### config.mk
export PLATFORM = sky130hd
export DESIGN_NAME = ypvr_trig
export DESIGN_NICKNAME = d
export VERILOG_FILES = /design/src/ypvr_pkg.sv /design/src/ypvr_trig.sv
export SDC_FILE = /design/constraint.sdc
export NUM_CORES = 1
export LEC_CHECK = 0
export ABC_AREA = 1
export BUFFER_PORTS_ARGS = -buffer_cell sky130_fd_sc_hd__buf_2
export CORE_MARGIN = 4
export CORE_UTILIZATION = 25
export DETAILED_ROUTE_END_ITERATION = 16
export PLACE_DENSITY_LB_ADDON = 0.1
export SLEW_MARGIN = 10
export SYNTH_ARGS = -nofsm -noshare
export SYNTH_HDL_FRONTEND = slang
export SYNTH_SLANG_ARGS = --single-unit
### constraint.sdc
create_clock -name clk -period 10.3 [get_ports clk]
set_clock_uncertainty 0.2 [all_clocks]
set_input_delay 0.515 -clock clk [delete_from_list [all_inputs] [get_ports clk]]
set_output_delay 0.515 -clock clk [all_outputs]
set_load 0.02 [all_outputs]
### src/ypvr_pkg.sv
// ----------------------------------------------------------------------------
// ypvr_pkg
// shared widths, types, sine table and angle helpers for the yaw/pitch rotator
// ----------------------------------------------------------------------------
package ypvr_pkg;

    localparam int COORD_WIDTH     = 24;
    localparam int TRIG_FRAC_BITS  = 14;
    localparam int TABLE_FRAC_BITS = 14;
    localparam int TRIG_W          = TRIG_FRAC_BITS + 2;
    localparam int PROD_W          = COORD_WIDTH + TRIG_W;
    localparam int ACC_W           = PROD_W + 2;
    localparam int ANGLE_W         = 9;
    localparam int IDX_W           = 7;
    localparam int TABLE_DEPTH     = 91;

    localparam int TRIG_UP  = (TRIG_FRAC_BITS >= TABLE_FRAC_BITS) ?
                              (TRIG_FRAC_BITS - TABLE_FRAC_BITS) : 0;
    localparam int TRIG_DN  = (TRIG_FRAC_BITS >= TABLE_FRAC_BITS) ?
                              0 : (TABLE_FRAC_BITS - TRIG_FRAC_BITS);
    localparam int TRIG_RND = (1 << TRIG_DN) >> 1;

    localparam logic [ANGLE_W-1:0] DEG_QUARTER       = ANGLE_W'(90);
    localparam logic [ANGLE_W-1:0] DEG_HALF_TURN     = ANGLE_W'(180);
    localparam logic [ANGLE_W-1:0] DEG_THREE_QUARTER = ANGLE_W'(270);
    localparam logic [ANGLE_W-1:0] DEG_FULL_TURN     = ANGLE_W'(360);

    typedef logic signed [COORD_WIDTH-1:0] coord_t;
    typedef logic signed [TRIG_W-1:0]      trig_val_t;
    typedef logic signed [PROD_W-1:0]      prod_t;
    typedef logic signed [ACC_W-1:0]       acc_t;

    localparam trig_val_t TRIG_ONE   = TRIG_W'(2 ** TRIG_FRAC_BITS);
    localparam acc_t      ROUND_HALF = ACC_W'(2 ** (TRIG_FRAC_BITS - 1));
    localparam acc_t      SAT_HI     = {{(ACC_W - COORD_WIDTH + 1){1'b0}},
                                        {(COORD_WIDTH - 1){1'b1}}};
    localparam acc_t      SAT_LO     = ~SAT_HI;

    typedef struct packed {
        logic [IDX_W-1:0] idx;
        logic             neg;
    } trig_sel_t;

    typedef struct packed {
        trig_sel_t sy;
        trig_sel_t cy;
        trig_sel_t sp;
        trig_sel_t cp;
    } trig_sel_set_t;

    typedef struct packed {
        trig_val_t sy;
        trig_val_t cy;
        trig_val_t sp;
        trig_val_t cp;
    } trig_set_t;

    localparam logic [14:0] SINE_Q14 [TABLE_DEPTH] = '{
        15'd0,     15'd286,   15'd572,   15'd857,   15'd1143,
        15'd1428,  15'd1713,  15'd1997,  15'd2280,  15'd2563,
        15'd2845,  15'd3126,  15'd3406,  15'd3686,  15'd3964,
        15'd4240,  15'd4516,  15'd4790,  15'd5063,  15'd5334,
        15'd5604,  15'd5872,  15'd6138,  15'd6402,  15'd6664,
        15'd6924,  15'd7182,  15'd7438,  15'd7692,  15'd7943,
        15'd8192,  15'd8438,  15'd8682,  15'd8923,  15'd9162,
        15'd9397,  15'd9630,  15'd9860,  15'd10087, 15'd10311,
        15'd10531, 15'd10749, 15'd10963, 15'd11174, 15'd11381,
        15'd11585, 15'd11786, 15'd11982, 15'd12176, 15'd12365,
        15'd12551, 15'd12733, 15'd12911, 15'd13085, 15'd13255,
        15'd13421, 15'd13583, 15'd13741, 15'd13894, 15'd14044,
        15'd14189, 15'd14330, 15'd14466, 15'd14598, 15'd14726,
        15'd14849, 15'd14968, 15'd15082, 15'd15191, 15'd15296,
        15'd15396, 15'd15491, 15'd15582, 15'd15668, 15'd15749,
        15'd15826, 15'd15897, 15'd15964, 15'd16026, 15'd16083,
        15'd16135, 15'd16182, 15'd16225, 15'd16262, 15'd16294,
        15'd16322, 15'd16344, 15'd16362, 15'd16374, 15'd16382,
        15'd16384
    };

    // one subtraction brings any 9-bit angle into 0..359
    function automatic logic [ANGLE_W-1:0] reduce_angle(input logic [ANGLE_W-1:0] raw);
        return (raw >= DEG_FULL_TURN) ? (raw - DEG_FULL_TURN) : raw;
    endfunction

    function automatic logic [ANGLE_W-1:0] quarter_ahead(input logic [ANGLE_W-1:0] d);
        logic [ANGLE_W:0] s;
        s = {1'b0, d} + {1'b0, DEG_QUARTER};
        if (s >= {1'b0, DEG_FULL_TURN})
        begin
            s = s - {1'b0, DEG_FULL_TURN};
        end
        return s[ANGLE_W-1:0];
    endfunction

    // quadrant fold onto the quarter-wave table
    function automatic trig_sel_t sine_sel(input logic [ANGLE_W-1:0] d);
        trig_sel_t        sel;
        logic [ANGLE_W-1:0] a;
        sel.neg = 1'b0;
        if (d <= DEG_QUARTER)
        begin
            a = d;
        end
        else if (d <= DEG_HALF_TURN)
        begin
            a = DEG_HALF_TURN - d;
        end
        else if (d <= DEG_THREE_QUARTER)
        begin
            a = d - DEG_HALF_TURN;
            sel.neg = 1'b1;
        end
        else
        begin
            a = DEG_FULL_TURN - d;
            sel.neg = 1'b1;
        end
        if (a > DEG_QUARTER)
        begin
            a = DEG_QUARTER;
        end
        sel.idx = a[IDX_W-1:0];
        return sel;
    endfunction

    function automatic logic [TRIG_FRAC_BITS:0] sine_mag(input logic [IDX_W-1:0] idx);
        int m;
        int i;
        i = (int'(idx) > TABLE_DEPTH - 1) ? (TABLE_DEPTH - 1) : int'(idx);
        m = int'(SINE_Q14[i]);
        return (TRIG_FRAC_BITS + 1)'(((m << TRIG_UP) + TRIG_RND) >> TRIG_DN);
    endfunction

    function automatic trig_val_t trig_value(input trig_sel_t sel);
        trig_val_t mag;
        mag = trig_val_t'({1'b0, sine_mag(sel.idx)});
        return sel.neg ? -mag : mag;
    endfunction

endpackage

### src/ypvr_trig.sv
// ----------------------------------------------------------------------------
// ypvr_trig
// two-stage sine/cosine lookup: angle fold, then table read and sign
// ----------------------------------------------------------------------------
module ypvr_trig
(
    input  logic                          clk,
    input  logic                          rst_n,
    input  logic                          in_valid,
    input  logic [ypvr_pkg::ANGLE_W-1:0]  yaw_deg,
    input  logic [ypvr_pkg::ANGLE_W-1:0]  pitch_deg,
    output logic                          out_valid,
    output ypvr_pkg::trig_set_t           trig
);
    import ypvr_pkg::*;

    logic            sel_valid_reg;
    trig_sel_set_t   sel_reg;
    trig_sel_set_t   sel_next;
    logic            trig_valid_reg;
    trig_set_t       trig_reg;
    trig_set_t       trig_next;
    logic [ANGLE_W-1:0] yaw_red;
    logic [ANGLE_W-1:0] pitch_red;

    always_comb
    begin
        yaw_red     = reduce_angle(yaw_deg);
        pitch_red   = reduce_angle(pitch_deg);
        sel_next.sy = sine_sel(yaw_red);
        sel_next.cy = sine_sel(quarter_ahead(yaw_red));
        sel_next.sp = sine_sel(pitch_red);
        sel_next.cp = sine_sel(quarter_ahead(pitch_red));
    end

    always_comb
    begin
        trig_next.sy = trig_value(sel_reg.sy);
        trig_next.cy = trig_value(sel_reg.cy);
        trig_next.sp = trig_value(sel_reg.sp);
        trig_next.cp = trig_value(sel_reg.cp);
    end

    always_ff @(posedge clk or negedge rst_n)
    begin
        if (!rst_n)
        begin
            sel_valid_reg  <= 1'b0;
            trig_valid_reg <= 1'b0;
        end
        else
        begin
            sel_valid_reg  <= in_valid;
            trig_valid_reg <= sel_valid_reg;
        end
    end

    always_ff @(posedge clk)
    begin
        sel_reg  <= sel_next;
        trig_reg <= trig_next;
    end

    assign out_valid = trig_valid_reg;
    assign trig      = trig_reg;

    a_valid_chain: assert property (@(posedge clk) disable iff (!rst_n)
        in_valid |-> ##2 out_valid)
        else $error("trig valid lost in pipeline");

    a_yaw_zero: assert property (@(posedge clk) disable iff (!rst_n)
        (in_valid && (yaw_deg == 9'd0 || yaw_deg == DEG_FULL_TURN))
        |-> ##2 (trig.sy == '0 && trig.cy == TRIG_ONE))
        else $error("yaw of zero gives wrong sine/cosine");

    a_pitch_quarter: assert property (@(posedge clk) disable iff (!rst_n)
        (in_valid && pitch_deg == DEG_QUARTER)
        |-> ##2 (trig.sp == TRIG_ONE && trig.cp == '0))
        else $error("pitch of a quarter turn gives wrong sine/cosine");

endmodule

==> metrics <==
total power draw=4970 uW; largest family of logic cells by synthesized area=simple AND/OR/NAND/NOR gates; max FFs per register=64; status=completed; synth top area cells=nand2_1, dfxtp_1, o21ai_0; die height=240 um; n_diodes=0; final hold vios=0; EDFF count, synth=0; Synth Cell Area=approximately 13000 um2; element type at the critical path end=register; final net count=approximately 2500; hold path depth=1; Slew Limit Fails=0; Die ar.=about 57000 um2; top-area cell type share of the netlist area=around 17%; Post-Synth XOR/XNOR Area=between 4 and 5%; adder-cell share of the synthesized area=under 10%; detailed router's first-iteration violation count=roughly 1500; Max Buffers Root-to-Sink=2; vias in the first global route=15039; Rel. slew slack=between 10% and 20%; Fillers=approximately 6000; final setup vio count=0; DR vias/cell=~5.2; Reg2Reg Setup Slack=4.56 ns; TritonCTS clock tree=yes; Critical Path RT=10.41 ns; antenna-violating nets left=0; setup_tns=0 ns; first-pass GRT wire length=81700 um; clk_lat worst skew=0.40 ns; mux cell area share after synthesis=0%; WL final=between 50000 and 60000 um; total gr overflow=0; Starting Density=roughly a quarter; # IOs=86; critical path class=register to register; Max-Cap Viols=0; Clock Sinks=between 90 and 100; unique cell type count in the Yosys netlist=63; Seq/Total Area, Yosys=between 10% and 20%; PwrDens=about 340 nW/um2; Core ar.=52900 um2; LEAKAGE=about 0.0074 uW; Area growth syn-to-layout=10.3%; post-DR wirelength/cell=between 15 and 20 um; simple-gate portion of the synthesized area=between 30 and 40%; syn_nets=between 2000 and 2500; H-tree depth=3; hold_ws=about 0.039 ns; register bit total from synthesis=98; worst reg-to-reg path cell count=19; final worst setup slack=between 4 and 5 ns; synth warn=0; Syn Inst Count=roughly 2300; Port Buffers=85; Compound-Gate Fraction of Synth Area=about a quarter; Clock transition at path regs=0.07 ns; dpl hpwl=between 30000 and 40000 um; HP Class=input pin to register; pre-CTS setup slack=~4.7 ns; Avg Cell Area, Syn=5.72 um2; ys flop type=dfxtp_1; Peak VDD IR=0.158 mV; largest net degree at the start of global routing=47; Root Buffer=clkbuf_16; Max Freq=between 150 and 200 MHz; RSZ-0062 raised after global routing=false; cell taking the most area after synthesis=nand2_1; Die X-Extent=between 200 and 250 um; FP Rows=84; vias=~16000; Tcrit/Tclk final=55.7%; Final Wtd Congestion=around 0.95; CP Data Arrival Time=around 5.9 ns; setup repair bufs after CTS=0; Async S/R FF share, synth=2.04%; fin crit period=5.74 ns; CTS buffer count=9; DRT Pass-1 Iters=6; layout cells sized above 1=a little under a tenth; Critical Path Start Type=register; Tightest Pin Transition=around 1.2 ns; Synth top cells by count=nand2_1, inv_1, nor2_1; most common cell in the netlist=nand2_1; critical path peak fanout=40; Residual DRC=0; initial antenna violation count=1; gr usage total=~17%
-- cell usage in the layout, fill, tap and decap left out, drive strengths merged, types with 6 or more instances in the layout --
| cell type | count |
|---|---|
| a21oi | 146 |
| clkbuf | 10 |
| buf | 101 |
| inv | 314 |
| o22ai | 8 |
| nand2 | 643 |
| nor3 | 28 |
| nand3b | 6 |
| clkinv | 6 |
| o311ai | 13 |
| o21ai | 265 |
| o211ai | 29 |
| a31oi | 22 |
| o31ai | 11 |
| o21a | 6 |
| nand3 | 170 |
| a211oi | 10 |
| dfxtp | 96 |
| ha | 77 |
| o221ai | 12 |
| nand4 | 15 |
| nor2 | 264 |
| fa | 9 |
| xnor2 | 13 |
| xor2 | 57 |
| nor4 | 7 |
-- metrics by stage --
step | cells | utilization (%) | area (um2)
6_report | 3073 | 28.0 | 14800
5_1_grt | 3073 | 28.0 | 14800
4_1_cts | 3073 | 28.0 | 14800
3_5_place_dp | 3056 | 27.4 | 14500
3_3_place_gp | 3056 | 27.4 | 14500
2_1_floorplan | 2344 | - | 13400
-- kinds of logic (layout without fill, tap and decap cells) --
kind of cell / count (synthesis) / count (layout)
adders and majority gates: 86 / 86
AOI/OAI and AO/OA: 559 / 559
xor gates and xnor gates: 70 / 70
DFF: 98 / 98
buffers and inverters: 392 / 433
and+or+nand+nor: 1139 / 1139
-- layer usage --
metal  vias up  wire (um)  global-route usage (%)
met5         -          0                       0
met4         0       1460                    5.51
met3       109       3030                    2.92
met2       621      23300                    28.6
met1      7278      23200                    23.3
li1       7818          -                       -
-- area by class of cell --
| type | instances | area [um2] | area share (%) |
|---|---|---|---|
| clock buffers | 10 | 239 | 1.62 |
| multi-input cells | 1854 | 9930 | 67.1 |
| clock inverters | 6 | 50.0 | 0.338 |
| inverters | 315 | 1190 | 8.04 |
| flip-flops and latches | 98 | 1970 | 13.3 |
| well taps | 688 | 861 | 5.82 |
| repair buffers | 102 | 556 | 3.75 |
-- what timing repair did --
item                                   4_1_cts  5_1_grt
endpoints found under the hold margin        2        0
resized for setup                            0        0
hold buffers                                 1        0
-- worst paths after layout --
| path | endpoint | start |
|---|---|---|
| setup / recovery | trig[46] | sel_reg[23] |
| hold / removal | sel_valid_reg | in_valid |
| setup reg to reg | trig[46] | sel_reg[23] |
| hold reg to reg | out_valid | sel_valid_reg |
| max in group asynchronous | sel_valid_reg | rst_n |
| min in group asynchronous | out_valid | rst_n |
-- worst max-delay path, cell delays in order (launching register included) --
cell	delay (ns)
dfxtp_1	0.64
inv_1	0.41
nor4_1	0.43
o21ai_0	0.14
nand2_1	0.23
nand2_1	0.16
nand2_1	0.09
buf_4	0.32
inv_1	0.61
nor2_1	0.48
a21oi_1	0.07
o221ai_1	0.20
o21ai_0	0.13
o22ai_1	0.39
ha_1	0.25
nand3_1	0.11
nor2_1	0.28
nand3_1	0.16
o21ai_1	0.17
xor2_1	0.16
-- power breakdown --
| part | leakage, uW | switching (uW) | total (uW) | internal (uW) |
|---|---|---|---|---|
| combinational | 0.00640 | 2740 | 3940 | 1200 |
| sequential | 0.000829 | 113 | 687 | 574 |
| clock | 0.000141 | 169 | 343 | 173 |
| total | 0.00737 | 3030 | 4970 | 1950 |
Power figures use the tool's default switching activity.
