**src/ypvr_pkg.sv**
```systemverilog
// ----------------------------------------------------------------------------
// ypvr_pkg
// shared widths, types, sine table and angle helpers for the yaw/pitch rotator
// ----------------------------------------------------------------------------
package ypvr_pkg;

    localparam int COORD_WIDTH     = 24;
    localparam int TRIG_FRAC_BITS  = 14;
    localparam int TABLE_FRAC_BITS = 14;
    localparam int TRIG_W          = TRIG_FRAC_BITS + 2;
    localparam int PROD_W          = COORD_WIDTH + TRIG_W;
    localparam int ACC_W           = PROD_W + 2;
    localparam int ANGLE_W         = 9;
    localparam int IDX_W           = 7;
    localparam int TABLE_DEPTH     = 91;

    localparam int TRIG_UP  = (TRIG_FRAC_BITS >= TABLE_FRAC_BITS) ?
                              (TRIG_FRAC_BITS - TABLE_FRAC_BITS) : 0;
    localparam int TRIG_DN  = (TRIG_FRAC_BITS >= TABLE_FRAC_BITS) ?
                              0 : (TABLE_FRAC_BITS - TRIG_FRAC_BITS);
    localparam int TRIG_RND = (1 << TRIG_DN) >> 1;

    localparam logic [ANGLE_W-1:0] DEG_QUARTER       = ANGLE_W'(90);
    localparam logic [ANGLE_W-1:0] DEG_HALF_TURN     = ANGLE_W'(180);
    localparam logic [ANGLE_W-1:0] DEG_THREE_QUARTER = ANGLE_W'(270);
    localparam logic [ANGLE_W-1:0] DEG_FULL_TURN     = ANGLE_W'(360);

    typedef logic signed [COORD_WIDTH-1:0] coord_t;
    typedef logic signed [TRIG_W-1:0]      trig_val_t;
    typedef logic signed [PROD_W-1:0]      prod_t;
    typedef logic signed [ACC_W-1:0]       acc_t;

    localparam trig_val_t TRIG_ONE   = TRIG_W'(2 ** TRIG_FRAC_BITS);
    localparam acc_t      ROUND_HALF = ACC_W'(2 ** (TRIG_FRAC_BITS - 1));
    localparam acc_t      SAT_HI     = {{(ACC_W - COORD_WIDTH + 1){1'b0}},
                                        {(COORD_WIDTH - 1){1'b1}}};
    localparam acc_t      SAT_LO     = ~SAT_HI;

    typedef struct packed {
        logic [IDX_W-1:0] idx;
        logic             neg;
    } trig_sel_t;

    typedef struct packed {
        trig_sel_t sy;
        trig_sel_t cy;
        trig_sel_t sp;
        trig_sel_t cp;
    } trig_sel_set_t;

    typedef struct packed {
        trig_val_t sy;
        trig_val_t cy;
        trig_val_t sp;
        trig_val_t cp;
    } trig_set_t;

    localparam logic [14:0] SINE_Q14 [TABLE_DEPTH] = '{
        15'd0,     15'd286,   15'd572,   15'd857,   15'd1143,
        15'd1428,  15'd1713,  15'd1997,  15'd2280,  15'd2563,
        15'd2845,  15'd3126,  15'd3406,  15'd3686,  15'd3964,
        15'd4240,  15'd4516,  15'd4790,  15'd5063,  15'd5334,
        15'd5604,  15'd5872,  15'd6138,  15'd6402,  15'd6664,
        15'd6924,  15'd7182,  15'd7438,  15'd7692,  15'd7943,
        15'd8192,  15'd8438,  15'd8682,  15'd8923,  15'd9162,
        15'd9397,  15'd9630,  15'd9860,  15'd10087, 15'd10311,
        15'd10531, 15'd10749, 15'd10963, 15'd11174, 15'd11381,
        15'd11585, 15'd11786, 15'd11982, 15'd12176, 15'd12365,
        15'd12551, 15'd12733, 15'd12911, 15'd13085, 15'd13255,
        15'd13421, 15'd13583, 15'd13741, 15'd13894, 15'd14044,
        15'd14189, 15'd14330, 15'd14466, 15'd14598, 15'd14726,
        15'd14849, 15'd14968, 15'd15082, 15'd15191, 15'd15296,
        15'd15396, 15'd15491, 15'd15582, 15'd15668, 15'd15749,
        15'd15826, 15'd15897, 15'd15964, 15'd16026, 15'd16083,
        15'd16135, 15'd16182, 15'd16225, 15'd16262, 15'd16294,
        15'd16322, 15'd16344, 15'd16362, 15'd16374, 15'd16382,
        15'd16384
    };

    // one subtraction brings any 9-bit angle into 0..359
    function automatic logic [ANGLE_W-1:0] reduce_angle(input logic [ANGLE_W-1:0] raw);
        return (raw >= DEG_FULL_TURN) ? (raw - DEG_FULL_TURN) : raw;
    endfunction

    function automatic logic [ANGLE_W-1:0] quarter_ahead(input logic [ANGLE_W-1:0] d);
        logic [ANGLE_W:0] s;
        s = {1'b0, d} + {1'b0, DEG_QUARTER};
        if (s >= {1'b0, DEG_FULL_TURN})
        begin
            s = s - {1'b0, DEG_FULL_TURN};
        end
        return s[ANGLE_W-1:0];
    endfunction

    // quadrant fold onto the quarter-wave table
    function automatic trig_sel_t sine_sel(input logic [ANGLE_W-1:0] d);
        trig_sel_t        sel;
        logic [ANGLE_W-1:0] a;
        sel.neg = 1'b0;
        if (d <= DEG_QUARTER)
        begin
            a = d;
        end
        else if (d <= DEG_HALF_TURN)
        begin
            a = DEG_HALF_TURN - d;
        end
        else if (d <= DEG_THREE_QUARTER)
        begin
            a = d - DEG_HALF_TURN;
            sel.neg = 1'b1;
        end
        else
        begin
            a = DEG_FULL_TURN - d;
            sel.neg = 1'b1;
        end
        if (a > DEG_QUARTER)
        begin
            a = DEG_QUARTER;
        end
        sel.idx = a[IDX_W-1:0];
        return sel;
    endfunction

    function automatic logic [TRIG_FRAC_BITS:0] sine_mag(input logic [IDX_W-1:0] idx);
        int m;
        int i;
        i = (int'(idx) > TABLE_DEPTH - 1) ? (TABLE_DEPTH - 1) : int'(idx);
        m = int'(SINE_Q14[i]);
        return (TRIG_FRAC_BITS + 1)'(((m << TRIG_UP) + TRIG_RND) >> TRIG_DN);
    endfunction

    function automatic trig_val_t trig_value(input trig_sel_t sel);
        trig_val_t mag;
        mag = trig_val_t'({1'b0, sine_mag(sel.idx)});
        return sel.neg ? -mag : mag;
    endfunction

endpackage

```
**src/ypvr_rot.sv**
```systemverilog
// ----------------------------------------------------------------------------
// ypvr_rot
// plane rotation: four products, then sum, round and saturate
// out0 = u*c - v*s, out1 = u*s + v*c
// ----------------------------------------------------------------------------
module ypvr_rot
(
    input  logic                clk,
    input  logic                rst_n,
    input  logic                in_valid,
    input  ypvr_pkg::coord_t    u,
    input  ypvr_pkg::coord_t    v,
    input  ypvr_pkg::trig_val_t s,
    input  ypvr_pkg::trig_val_t c,
    output logic                out_valid,
    output ypvr_pkg::coord_t    out0,
    output ypvr_pkg::coord_t    out1
);
    import ypvr_pkg::*;

    logic   prod_valid_reg;
    prod_t  uc_reg;
    prod_t  us_reg;
    prod_t  vc_reg;
    prod_t  vs_reg;
    logic   res_valid_reg;
    coord_t out0_reg;
    coord_t out1_reg;
    coord_t out0_next;
    coord_t out1_next;
    acc_t   acc0;
    acc_t   acc1;

    function automatic coord_t round_sat(input acc_t acc);
        acc_t q;
        q = (acc + ROUND_HALF) >>> TRIG_FRAC_BITS;
        if (q > SAT_HI)
        begin
            q = SAT_HI;
        end
        else if (q < SAT_LO)
        begin
            q = SAT_LO;
        end
        return q[COORD_WIDTH-1:0];
    endfunction

    always_comb
    begin
        acc0      = ACC_W'(uc_reg) - ACC_W'(vs_reg);
        acc1      = ACC_W'(us_reg) + ACC_W'(vc_reg);
        out0_next = round_sat(acc0);
        out1_next = round_sat(acc1);
    end

    always_ff @(posedge clk or negedge rst_n)
    begin
        if (!rst_n)
        begin
            prod_valid_reg <= 1'b0;
            res_valid_reg  <= 1'b0;
        end
        else
        begin
            prod_valid_reg <= in_valid;
            res_valid_reg  <= prod_valid_reg;
        end
    end

    always_ff @(posedge clk)
    begin
        uc_reg   <= prod_t'(u) * prod_t'(c);
        us_reg   <= prod_t'(u) * prod_t'(s);
        vc_reg   <= prod_t'(v) * prod_t'(c);
        vs_reg   <= prod_t'(v) * prod_t'(s);
        out0_reg <= out0_next;
        out1_reg <= out1_next;
    end

    assign out_valid = res_valid_reg;
    assign out0      = out0_reg;
    assign out1      = out1_reg;

    a_valid_chain: assert property (@(posedge clk) disable iff (!rst_n)
        in_valid |-> ##2 out_valid)
        else $error("rotation valid lost in pipeline");

    a_valid_origin: assert property (@(posedge clk) disable iff (!rst_n)
        out_valid |-> $past(in_valid, 2))
        else $error("rotation result without a transfer behind it");

    a_zero_vector: assert property (@(posedge clk) disable iff (!rst_n)
        (in_valid && u == '0 && v == '0) |-> ##2 (out0 == '0 && out1 == '0))
        else $error("zero vector does not rotate to zero");

endmodule

```
**config.mk**
```make
export PLATFORM = sky130hd
export DESIGN_NAME = ypvr_rot
export DESIGN_NICKNAME = d
export VERILOG_FILES = /design/src/ypvr_pkg.sv /design/src/ypvr_rot.sv
export SDC_FILE = /design/constraint.sdc
export NUM_CORES = 2
export LEC_CHECK = 0
export BUFFER_PORTS_ARGS = -buffer_cell sky130_fd_sc_hd__buf_2
export CAP_MARGIN = 10
export CORE_ASPECT_RATIO = 0.9
export CORE_MARGIN = 5
export CORE_UTILIZATION = 40
export CTS_CLUSTER_SIZE = 40
export DETAILED_ROUTE_END_ITERATION = 10
export GPL_ROUTABILITY_DRIVEN = 0
export GPL_TIMING_DRIVEN = 0
export PLACE_DENSITY = 0.66
export SYNTH_ARGS = -nofsm -noshare
export SYNTH_HDL_FRONTEND = slang
export SYNTH_SLANG_ARGS = --single-unit
```
**constraint.sdc**
```tcl
create_clock -name clk -period 4.3 [get_ports clk]
set_input_delay 1.29 -clock clk [delete_from_list [all_inputs] [get_ports clk]]
set_output_delay 1.29 -clock clk [all_outputs]
set_load 0.1 [all_outputs]
```
==> results_dict.tcl <==
set metrics [dict create \
    numCtsBuffers 26 \
    die_h_um 389 \
    grt_max_degree 17 \
    critPathKind "in -> reg" \
    ys_warn_count 0 \
    cts_max_level 1 \
    synthAdderAreaFrac_pct 57.7 \
    cts.sinks 210 \
    layout_common_cells "1,710 x inv_1, 1,426 x fa_1, 844 x nand2_1, 566 x and2_1, 452 x ha_1" \
    num_rows 139 \
    syn_inst 7036 \
    fp.dieArea_um2 168000 \
    worst_slack_ns -3.03 \
    vias 51091 \
    crit_start "s[13]" \
    violations "negative setup slack" \
    cp-end-kind "flop" \
    final_common_cell "inv_1" \
    worstHoldStart "prod_valid_reg" \
    io_pins 132 \
    hold_class "reg -> reg" \
    drt-total-wl_um 233000 \
    yosysSeqAreaShare_pct 6.61 \
    crit_arrival_ns 7.83 \
    crit_chain "clkbuf_4 -> and2_1 -> fa_1 -> fa_1 -> fa_1 -> fa_1 -> fa_1 -> inv_2 -> fa_2 -> inv_2 -> ha_4 -> a21o_1 -> a21o_1 -> a21oi_2 -> o21ai_4 -> a221oi_4 -> a31oi_4 -> o41ai_4 -> o21ai_2 -> o21a_2 -> a311o_1 -> xnor2_4" \
    worst_path_most_repeated_cell "fa_1" \
    synth_compound_area_share_pct 6.14 \
    grt_pass1_vias 54449 \
    synthesis.area_per_instance_um2 9.06 \
    portBuffers 101 \
    core_area_um2 159000 \
    synthesis.nets 9163 \
    synth-simple-area-share_pct 14.2 \
    synth_top_family_by_area "adder cells" \
    hold_buffers 0 \
    drt-pass1-iter-count 8 \
    synth_enable_flop_cells 0 \
    wl_per_cell_um 24.1 \
    drv_cap 0 \
    drive_gt1_share_pct 19.4 \
    critPathMaxFanout 10 \
    maxSlewViolCount 0 \
    hpwlAfterDp_um 185000 \
    ys_types 78 \
    start_util_pct 40.1 \
    synthMuxAreaShare_pct 0.0157 \
    cp_top_family "adder cells" \
    timing.final.hold_violations 0 \
    dr.first_iter.drc_count 4449 \
    critPathBufInv 3 \
    ys_ff_latch 210 \
    period_minus_slack_ns 7.33 \
    clkLatencyLatePin_ns 0.63 \
    max_slew_margin_pct 23.4 \
    antenna_found_initial 33 \
    root_buffer "clkbuf_16" \
    clk_path_buf_depth 3 \
    cp.required_ns 4.80 \
    max_freq_ghz 0.136 \
    synth_ff_type "dfxtp_1" \
    finalNetCount 9604 \
    grt_pass1_wl_um 344000 \
    grt_remaining_overflow 0 \
    outcome "complete, but fails checks" \
    synthXorXnorAreaFrac_pct 2.80 \
    timing.final.crit_share_pct 170 \
    async_flop_share_pct 0.952 \
    vias_per_cell 5.30 \
    setup_violations 175 \
    startpoint_type "input pin" \
    worst_pin_slew_ns 1.15 \
    synth_area_um2 63800 \
    finClkSkew_ns 0.0242 \
    timing.rr.start "vs_reg[14]" \
    rsz0062_at_grt "yes" \
    route.antenna.remaining_nets 0 \
    finalSetupTns_ns -249.28 \
    cts_tree "done" \
    grt_use_total_pct 27.6 \
    crit_path_top_delay_cell "fa_1" \
    cts.reportedPaths.clkPinSlew_ns 0.06 \
    die_w_um 431 \
    syn2layout_area_growth_pct 23.3 \
    route.detailed.drc 0 \
    slowest_delay_ns 0.58 \
]
cells in the mapped netlist (27+ instances only):
cell type | number | area, µm²
ha_1 | 548 | 6860
and2_1 | 619 | 3870
xnor2_1 | 152 | 1330
inv_1 | 1800 | 6760
a21o_1 | 151 | 1130
fa_1 | 1496 | 29900
a21oi_1 | 171 | 856
nand2_1 | 913 | 3430
nor2_1 | 170 | 638
o21ai_0 | 66 | 330
o21bai_1 | 27 | 203
clkbuf_1 | 296 | 1110
xor2_1 | 50 | 438
nand3_1 | 41 | 205
nand2b_1 | 31 | 194
dfxtp_1 | 208 | 4160
worst register-to-register path, stage by stage, from the launching register on:
cell,delay [ns]
dfxtp_1,0.31
inv_1,0.07
ha_1,0.29
ha_1,0.36
nand4_1,0.33
nor3_1,0.36
o2111ai_1,0.33
o211ai_2,0.35
o211ai_4,0.22
o31ai_4,0.45
a21o_1,0.28
a2111oi_4,0.11
nor4_4,0.38
a31oi_2,0.24
buf_6,0.21
a21o_1,0.27
cell families after synthesis:
kind of cell	after synthesis
buffers and inverters	2114
adders and majority gates	2044
and+or+nand+nor	1886
AOI/OAI and AO/OA	578
DFF	210
xor gates and xnor gates	203
muxes	1
final timing paths:
path | end | slack [ns] | cells after the start
max | us_reg[39] | -3.03 | 22
min in group asynchronous | out_valid | 0.44 | 1
max in group asynchronous | prod_valid_reg | 3.77 | 1
min reg2reg | out_valid | 0.35 | 0
min | out_valid | 0.35 | 0
max reg2reg | out0[2] | -0.40 | 15
metal layers:
metal | vias to the layer above | global-route usage [%] | wire length (µm)
li1 | 21502 | - | -
met1 | 25965 | 35.6 | 87800
met2 | 2915 | 40.1 | 97400
met3 | 697 | 8.68 | 28300
met4 | 12 | 17.4 | 19000
met5 | - | 0.345 | 164
what timing repair did:
item / 4_1_cts / 5_1_grt
setup buffers: 219 / 106
pin swaps: 240 / 214
gates cloned: 2 / 0
setup endpoints to repair: 182 / 179
gates resized for setup: 965 / 322
per-stage QoR:
step	setup WS (ns)	util (%)	instance area (µm²)	std cells	hold slack [ns]
6_report	-3.03	49.5	78600	9645	0.349
5_1_grt	-3.04	49.4	78600	9626	0.355
4_1_cts	-2.81	48.3	76700	9520	0.353
3_5_place_dp	-5.23	43.8	69600	9254	0.338
3_3_place_gp	-5.53	43.7	69500	9252	0.343
2_1_floorplan	-2.79	-	66400	7036	0.331
layout make-up:
class | count | area [µm²]
tap | 2115 | 2650
clock inverter | 21 | 184
clock buffer | 27 | 664
antenna | 33 | 82.6
multi-input combinational | 4712 | 55500
inverter | 1801 | 6770
timing repair buffer | 416 | 3770
fill | 14256 | 80300
buffer | 310 | 4850
sequential | 210 | 4210
Power is not shown: default switching activity piles up to over one toggle a cycle in this logic, so the estimate is an artifact.
